### src/rtl/grc_pkg.sv
// shared constants for the greedy row coloring block
`timescale 1ns / 1ps

package grc_pkg;

  // width of row and neighbor indices on the ports
  localparam int unsigned IdxW = 16;

  // width of one stored color entry
  localparam int unsigned StoreW = 5;

  // used-color mask covers every color a stored entry can name
  localparam int unsigned MaskW = 32;

  // width of the color count on the result port
  localparam int unsigned CountW = 6;

endpackage

### src/rtl/grc_pick.sv
// first-fit color search over the used-color mask
`timescale 1ns / 1ps

module grc_pick #(
  parameter int unsigned MAX_COLORS = 32
) (
  input  logic [grc_pkg::MaskW-1:0]        mask_i,
  input  logic [$clog2(MAX_COLORS+1)-1:0]  total_i,
  output logic [$clog2(MAX_COLORS)-1:0]    color_o,
  output logic [$clog2(MAX_COLORS+1)-1:0]  total_o,
  output logic                             overflow_o
);

  localparam int unsigned TW = $clog2(MAX_COLORS + 1);
  localparam int unsigned CW = $clog2(MAX_COLORS);

  logic [MAX_COLORS-1:0] busy;
  logic                  found;

  assign busy = MAX_COLORS'(mask_i);

  // lowest existing color that no neighbor holds, else open a new one, or take the top color on overflow
  always_comb begin
    found      = 1'b0;
    color_o    = '0;
    total_o    = total_i;
    overflow_o = 1'b0;
    for (int j = 0; j < int'(MAX_COLORS); j++) begin
      if (!found && !busy[j] && (TW'(j) < total_i)) begin
        found   = 1'b1;
        color_o = CW'(j);
      end
    end
    if (!found) begin
      if (total_i >= TW'(MAX_COLORS)) begin
        color_o    = CW'(MAX_COLORS - 1);
        overflow_o = 1'b1;
      end else begin
        color_o = CW'(total_i);
        total_o = total_i + TW'(1);
      end
    end
  end

endmodule

### config.mk
export PLATFORM = sky130hd
export DESIGN_NAME = grc_pick
export DESIGN_NICKNAME = d
export VERILOG_FILES = /design/src/rtl/grc_pkg.sv /design/src/rtl/grc_pick.sv
export SDC_FILE = /design/constraint.sdc
export NUM_CORES = 1
export LEC_CHECK = 0
export BUFFER_PORTS_ARGS = -buffer_cell sky130_fd_sc_hd__clkbuf_2
export CORE_UTILIZATION = 53
export DETAILED_ROUTE_END_ITERATION = 16
export PLACE_DENSITY = 0.93
export SLEW_MARGIN = 10
export SYNTH_ARGS = -nofsm -noshare
export SYNTH_HDL_FRONTEND = slang
export SYNTH_SLANG_ARGS = --single-unit
### constraint.sdc
create_clock -name vclk -period 3.4
set_clock_uncertainty 0.15 [all_clocks]
set_input_delay 0.34 -clock vclk [all_inputs]
set_output_delay 0.34 -clock vclk [all_outputs]
set_load 0.05 [all_outputs]
==> results of run 1 <==
==> worst min-delay path by stage <==
stage	endpoint	slack, ns	cells past startpoint
2_1_floorplan	total_o[5]	0.82	2
3_3_place_gp	total_o[3]	1.02	4
3_5_place_dp	total_o[3]	1.02	4
4_1_cts	total_o[3]	1.02	4
5_1_grt	total_o[0]	1.05	4
6_report	total_o[3]	1.02	4
==> final cells by class <==
cell class	count	share of cell area, %
inverter	11	2.34
multi-input combinational	175	72.0
tap	28	1.99
timing repair buffer	70	23.7
==> kinds of logic after synthesis <==
logic type	Yosys count	share of synthesized area [%]
AOI/OAI and AO/OA	84	41.6
and+or+nand+nor	84	40.6
buffers and inverters	23	12.2
adders and majority gates	4	3.68
xor gates and xnor gates	3	1.93
==> per-stage QoR <==
| step | power (mW) | TNS, ns | hold WS (ns) |
|---|---|---|---|
| floorplan | 0.137 | 0 | 0.819 |
| global placement | 0.194 | 0 | 1.02 |
| detailed placement | 0.198 | 0 | 1.02 |
| CTS | 0.199 | 0 | 1.02 |
| global route | 0.232 | -0.306 | 1.05 |
| finish | 0.215 | 0 | 1.02 |
==> layer usage <==
metal / up-vias / global-route usage [%]
li1: 883 / -
met4: 0 / 10.5
met2: 123 / 56.5
met5: - / 0
met3: 12 / 1.74
met1: 841 / 44.4
==> cell usage in the layout (no fill, tap or decap), types with 3 or more instances in the layout <==
cell type	instances
clkbuf_2	46
a21oi_1	23
nand2_1	21
buf_4	20
nor2_1	12
inv_1	10
a31oi_1	10
o21ai_0	10
nand2b_1	8
or3_1	5
o2bb2ai_1	4
nor3_1	4
o211ai_1	4
a21o_1	4
nor4_4	3
nand4_1	3
nand3_1	3
o2111ai_1	3
and3_1	3
xnor2_1	3
a211oi_1	3
==> worst max-delay path, delay by kind of cell <==
kind            cells  cell delay [ns]
buf+inv             6             1.09
compound gates      5             0.79
simple gates        1             0.37
fa+ha+maj           1             0.25
==> cells in the mapped netlist, types with 2 or more instances <==
master	number	area share, %
a21oi_1	23	8.5
nand2_1	21	5.8
nor2_1	13	3.6
a31oi_1	12	5.5
o21ai_0	11	4.1
buf_6	10	8.3
inv_1	10	2.8
nand2b_1	8	3.7
nor3_1	5	1.8
or3_1	5	2.3
a211oi_1	4	2.2
a21o_1	4	2.2
ha_1	4	3.7
o211ai_1	4	2.2
o2bb2ai_1	4	2.6
and3_1	3	1.4
nand3_1	3	1.1
nand4_1	3	1.4
nor4_4	3	4.7
o2111ai_1	3	1.9
xnor2_1	3	1.9
a2111oi_0	2	1.3
and2_1	2	0.92
nand3b_1	2	1.1
o21bai_1	2	1.1
o22ai_1	2	0.92
==> power groups by stage <==
stage                     logic (mW)  clock network [mW]  registers (mW)
after floorplan                0.137                   0               0
after global placement         0.194                   0               0
after detailed placement       0.198                   0               0
after CTS                      0.199                   0               0
after global routing           0.232                   0               0
final                          0.215                   0               0
==> what timing repair did <==
item | 4_1_cts | 5_1_grt
setup buffers | 0 | 4
endpoints found under the setup margin | 1 | 12
cloned | 0 | 0
resized for setup | 1 | 14
pin swaps | 0 | 4
==> impl_metrics.json, run 1 <==
{
  "syn-num-nets": 240,
  "die_area_sq_um": 2770,
  "stdcell_area_sq_um": 1760,
  "routed-wl-met3_um": 406,
  "crit_path_start": "total_i[1]",
  "layout_setup_ws_ns": 0.0446,
  "dp_cells": 280,
  "wl_per_cell_um": 16.1,
  "post-route-period-util_pct": 98.7,
  "dr_wl_met2_um": 2150,
  "crit_chain": "clkbuf_2 -> ha_2 -> buf_4 -> inv_1 -> a31oi_1 -> nor4_4 -> buf_4 -> o211ai_1 -> buf_4 -> a31oi_1 -> a211oi_1 -> a31oi_1 -> clkbuf_2",
  "synth_cells": 198,
  "path_max_fanout": 6,
  "p_per_area_nw_per_um2": 122,
  "top_layer_used": "met4",
  "grt_max_degree": 24,
  "multi_input_area_sq_um": 1270,
  "syn2layout_area_growth_pct": 29.7,
  "core_sq_um": 2320,
  "die_y_um": 52.6,
  "final_util_pct": 76.0,
  "netlist_area_sq_um": 1360,
  "drv_slew": 0,
  "final_cells": 284,
  "combPwrFrac_pct": 100.0,
  "final-seq-area_sq_um": 0,
  "min_from": "total_i[0]",
  "endpoint_kind": "primary output",
  "io_pins": 50,
  "io_buffers": 50,
  "seq_cell_count": 0,
  "ys.warnings.count": 0,
  "synth_cell_types": 58,
  "pre_cts_slack_ns": 0.0109,
  "final_nets": 300,
  "critical_path_class": "input pin to primary output",
  "critPathArrivalTime_ns": 2.87,
  "fmax_mhz": 298,
  "critPathMaxStageDelay_ns": 0.37,
  "postRouteAntennaNets": 0,
  "drt_iter0_markers": 100,
  "status": "finished clean",
  "hold_class": "input pin to primary output",
  "power_switching_uw": 132,
  "wl_met1_um": 1930,
  "antenna_found_initial": 0,
  "antennaDiodeCount": 0,
  "pwr-share-seq_pct": 0,
  "setup_viol": 0,
  "routed_wl_um": 4580,
  "die_w_um": 52.6,
  "vdd_drop_max_uv": 96.0,
  "hold_viol": 0,
  "fillers": 194,
  "gp_congestion": 0.969,
  "cts-hold-fix-buffers": 0,
  "p_int_uw": 82.3,
  "overflow": 0,
  "place_area_sq_um": 1660,
  "rows": 17,
  "crit_end": "color_o[1]",
  "maxSlewHeadroom_pct": 60.7,
  "initial_core_util_pct": 58.6,
  "vias": 1859,
  "tightest_slew_ns": 0.575,
  "start_kind": "input pin",
  "track_usage_pct": 33.4,
  "leakage_nw": 0.753,
  "drv_cap": 0,
  "drc_errors": 0,
  "vias_per_cell": 6.55,
  "hpwl_um": 3470,
  "switching_share_pct": 61.6,
  "critPathSlowestCell": "nor4_4",
  "pwr-share-clk_pct": 0,
  "syn-mean-instance-area_sq_um": 6.86,
  "drt_pass1_iterations": 5,
  "required_ns": 2.91,
  "clkbuf_count": 0,
  "grt_pass1_vias": 1665,
  "grt_pass1_wl_um": 7120,
  "period_minus_slack_ns": 3.36,
  "drive_gt1_share_pct": 37.9,
  "yosysSeqAreaShare_pct": 0
}
(Power assumes the default switching activity.)
==> run 2: changes to the inputs <==
--- a/config.mk
+++ b/config.mk
@@ -6,9 +6,9 @@
 export NUM_CORES = 1
 export LEC_CHECK = 0
 export BUFFER_PORTS_ARGS = -buffer_cell sky130_fd_sc_hd__clkbuf_2
-export CORE_UTILIZATION = 53
+export CORE_UTILIZATION = 25
 export DETAILED_ROUTE_END_ITERATION = 16
-export PLACE_DENSITY = 0.93
+export PLACE_DENSITY = 0.54
 export SLEW_MARGIN = 10
 export SYNTH_ARGS = -nofsm -noshare
 export SYNTH_HDL_FRONTEND = slang
==> run 2 against run 1 <==
Compared with the run above:
- combinational power rose by 8%
- critical path depth fell by 1
- via count fell by 4.4%
- routed wire length rose by 14%
==> impl_metrics.json, run 2 (synthesis results as in run 1) <==
{
  "fmax_mhz": 305,
  "layout_common_cells": "clkbuf_2 (44), buf_4 (27), a21oi_1 (23), nand2_1 (21), nor2_1 (13)",
  "stdcell_area_sq_um": 1920,
  "hold_viol": 0,
  "critical_path_class": "input pin to primary output",
  "final_common_cell": "clkbuf_2",
  "final-seq-area_sq_um": 0,
  "status": "finished clean",
  "grt_pass1_vias": 1629,
  "critPathArrivalTime_ns": 2.79,
  "place_area_sq_um": 1840,
  "endpoint_kind": "primary output",
  "final_util_pct": 37.1,
  "gp_congestion": 0.888,
  "vias_per_cell": 5.34,
  "post-route-period-util_pct": 96.4,
  "syn2layout_area_growth_pct": 41.3,
  "clkbuf_count": 0,
  "io_buffers": 50,
  "required_ns": 2.91,
  "core_sq_um": 5170,
  "antenna_found_initial": 0,
  "vias": 1778,
  "tns_ns": 0,
  "postRouteAntennaNets": 0,
  "fillers": 566,
  "track_usage_pct": 17.6,
  "hpwl_um": 4110,
  "grt_max_degree": 18,
  "drv_cap": 0,
  "die_y_um": 75.7,
  "tightest_slew_ns": 0.599,
  "path_max_fanout": 8,
  "drt_pass1_iterations": 4,
  "drt_iter0_markers": 91,
  "hold_class": "input pin to primary output",
  "leakage_nw": 0.815,
  "p_per_area_nw_per_um2": 121,
  "final_nets": 307,
  "vdd_drop_max_uv": 62.9,
  "rsz0062_at_grt": "false",
  "antennaDiodeCount": 0,
  "start_kind": "input pin",
  "overflow": 0,
  "routed_wl_um": 5220,
  "seq_cell_count": 0,
  "io_pins": 50,
  "setup_viol": 0,
  "drv_slew": 0,
  "wl_per_cell_um": 15.7,
  "maxSlewHeadroom_pct": 59.8,
  "grt_pass1_wl_um": 7910,
  "die_w_um": 75.7,
  "period_minus_slack_ns": 3.28,
  "drc_errors": 0,
  "drive_gt1_share_pct": 39.5,
  "rows": 26,
  "initial_core_util_pct": 26.3,
  "die_area_sq_um": 5730
}
[run 2: worst paths after layout]
| kind | cells past startpoint | startpoint | slack, ns | to |
|---|---|---|---|---|
| setup / recovery | 12 | total_i[1] | 0.12 | color_o[1] |
| hold / removal | 4 | total_i[0] | 1.01 | total_o[3] |
[run 2: layer usage]
layer | vias up | part of all wire [%] | track usage, %
met5 | - | 0 | 0
met4 | 0 | 0 | 1.03
met3 | 0 | 6.1 | 0.529
met2 | 64 | 47 | 30.4
met1 | 823 | 47 | 25.5
li1 | 891 | - | -
[run 2: metrics by stage]
stage	std cells	power, mW	worst slack, ns	hold WS (ns)
floorplan	198	0.137	0.0381	0.819
global placement	331	0.219	0.00819	1.03
detailed placement	331	0.219	-0.0198	1.02
CTS	332	0.221	0.0743	1.03
global route	333	0.250	0.0153	1.06
finish	333	0.233	0.123	1.01
[run 2: final cells by class]
type | instances | area, sq um | area share (%)
inverters | 11 | 41.3 | 2.15
repair buffers | 77 | 528 | 27.5
well taps | 70 | 87.6 | 4.56
multi-input cells | 175 | 1260 | 65.8
[run 2: worst max-delay path: stages]
cell and delay [ns]:
clkbuf_2 0.14, inv_1 0.09, ha_4 0.20, nand2b_1 0.19
a31oi_2 0.28, nor4_1 0.11, a2111oi_1 0.44, nor3_1 0.12
a211oi_1 0.37, a31oi_1 0.17, buf_4 0.17, buf_12 0.14
[run 2: repair_timing]
item | 4_1_cts | 5_1_grt
endpoints found under the setup margin | 3 | 9
buffers inserted | 1 | 1
gates resized for setup | 1 | 12
pin swaps | 1 | 1
hold buffers | 0 | 0
[run 2: where the power goes]
group	switching, mW	internal, mW	leakage [nW]
combinational	0.138	0.0950	0.815
clock	0	0	0
sequential	0	0	0
total	0.138	0.0950	0.815
==> run 3: changes to the inputs <==
--- a/config.mk
+++ b/config.mk
@@ -6,9 +6,9 @@
 export NUM_CORES = 1
 export LEC_CHECK = 0
 export BUFFER_PORTS_ARGS = -buffer_cell sky130_fd_sc_hd__clkbuf_2
-export CORE_UTILIZATION = 25
+export CORE_UTILIZATION = 40
 export DETAILED_ROUTE_END_ITERATION = 16
-export PLACE_DENSITY = 0.54
+export PLACE_DENSITY = 0.75
 export SLEW_MARGIN = 10
 export SYNTH_ARGS = -nofsm -noshare
 export SYNTH_HDL_FRONTEND = slang
==> run 3 against run 2 <==
Compared with the run above:
- non-clock buffer count fell by 7
- final cell count fell by 9.9%
- sequential cell count did not move
- critical endpoint unchanged
==> impl_metrics.json, run 3 (synthesis results as in run 1) <==
{
  "track_usage_pct": 22.8,
  "maxSlewHeadroom_pct": 59.9,
  "hold_class": "input pin to primary output",
  "final_cells": 300,
  "crit_chain": "clkbuf_2 -> inv_1 -> ha_2 -> nand2b_1 -> a31oi_1 -> a2111oi_0 -> a2111oi_0 -> nor3_1 -> a211oi_1 -> a31oi_1 -> clkbuf_2",
  "syn2layout_area_growth_pct": 32.0,
  "vdd_drop_max_uv": 48.2,
  "io_buffers": 50,
  "drv_slew": 0,
  "critical_path_class": "input pin to primary output",
  "antenna_found_initial": 0,
  "grt_pass1_vias": 1446,
  "hold_depth": 4,
  "crit_path_start": "total_i[1]",
  "routed_wl_um": 4250,
  "critPathMaxStageDelay_ns": 0.57,
  "path_delay_family": "compound AO/OA/AOI/OAI gates",
  "fmax_mhz": 303,
  "drv_cap": 0,
  "cts-hold-fix-buffers": 0,
  "status": "finished clean",
  "hpwl_um": 3440,
  "final_common_cell": "clkbuf_2",
  "drc_errors": 0,
  "rows": 20,
  "tightest_slew_ns": 0.586,
  "layout_common_cells": "clkbuf_2 (48), a21oi_1 (23), nand2_1 (21), buf_4 (19), nor2_1 (13)",
  "postRouteAntennaNets": 0,
  "endpoint_kind": "primary output",
  "antennaDiodeCount": 0,
  "grt_pass1_wl_um": 6440,
  "final-seq-area_sq_um": 0,
  "critPathSlowestCell": "a2111oi_0",
  "core_sq_um": 3130,
  "period_minus_slack_ns": 3.30,
  "die_y_um": 60.3,
  "die_w_um": 60.3,
  "critPathArrivalTime_ns": 2.81,
  "path_max_fanout": 9,
  "seq_cell_count": 0,
  "grt_max_degree": 23,
  "min_from": "total_i[0]",
  "post-route-period-util_pct": 96.9,
  "crit_buf_inv": 3,
  "hold_viol": 0,
  "vias_per_cell": 5.92,
  "p_per_area_nw_per_um2": 119,
  "die_area_sq_um": 3630,
  "drt_iter0_markers": 122,
  "vias": 1776,
  "rsz0062_at_grt": "false",
  "overflow": 0,
  "start_kind": "input pin",
  "tns_ns": 0,
  "setup_viol": 0,
  "drt_pass1_iterations": 5,
  "final_nets": 300,
  "wl_per_cell_um": 14.2,
  "initial_core_util_pct": 43.4,
  "dp_cells": 299,
  "gp_congestion": 0.910,
  "leakage_nw": 0.771,
  "clkbuf_count": 0,
  "io_pins": 50,
  "drive_gt1_share_pct": 37.1,
  "cp.depth": 11,
  "whs_endpoint": "total_o[3]",
  "required_ns": 2.91
}
[run 3: changes by cell type in the layout (fill, tap and decap cells not counted), sizes merged]
cell / previous run / this run
buf: 33 / 22
clkbuf: 44 / 48
[run 3: worst max-delay path by stage]
stage,slack [ns],end
detailed placement,0.04,color_o[0]
global route,0.004,color_o[0]
global placement,0.09,color_o[1]
floorplan,0.04,color_o[4]
finish,0.10,color_o[1]
CTS,0.03,color_o[0]
[run 3: layout make-up]
class              count  area (sq um)
fillers              297          1340
inverters             11          41.3
repair buffers        70           443
well taps             44          55.1
multi-input cells    175          1250
[run 3: metal layers]
metal  global-route usage [%]  up-vias  routed length [um]
li1                         -      884                   -
met5                        0        -                   0
met1                     34.1      820                1960
met4                     1.33        0                  25
met2                     37.2       69                1970
met3                    0.866        3                 301
[run 3: stage by stage]
stage | power [mW] | worst slack (ns) | hold WS (ns) | area [sq um] | util (%)
floorplan | 0.137 | 0.0381 | 0.819 | 1370 | -
detailed placement | 0.203 | 0.0401 | 1.02 | 1730 | 55.4
global route | 0.231 | 0.00450 | 1.05 | 1790 | 57.3
global placement | 0.201 | 0.0863 | 1.02 | 1730 | 55.4
CTS | 0.203 | 0.0288 | 1.03 | 1730 | 55.4
finish | 0.214 | 0.105 | 1.02 | 1790 | 57.3
[run 3: report_power, final]
part / switching [mW] / internal [mW] / total (mW) / leakage (nW)
Combinational: 0.130 / 0.0840 / 0.214 / 0.771
Sequential: 0 / 0 / 0 / 0
Clock: 0 / 0 / 0 / 0
[run 3: what timing repair did]
item | 4_1_cts | 5_1_grt
endpoints found under the setup margin | 0 | 10
setup buffers | 0 | 1
gates resized for setup | 0 | 9
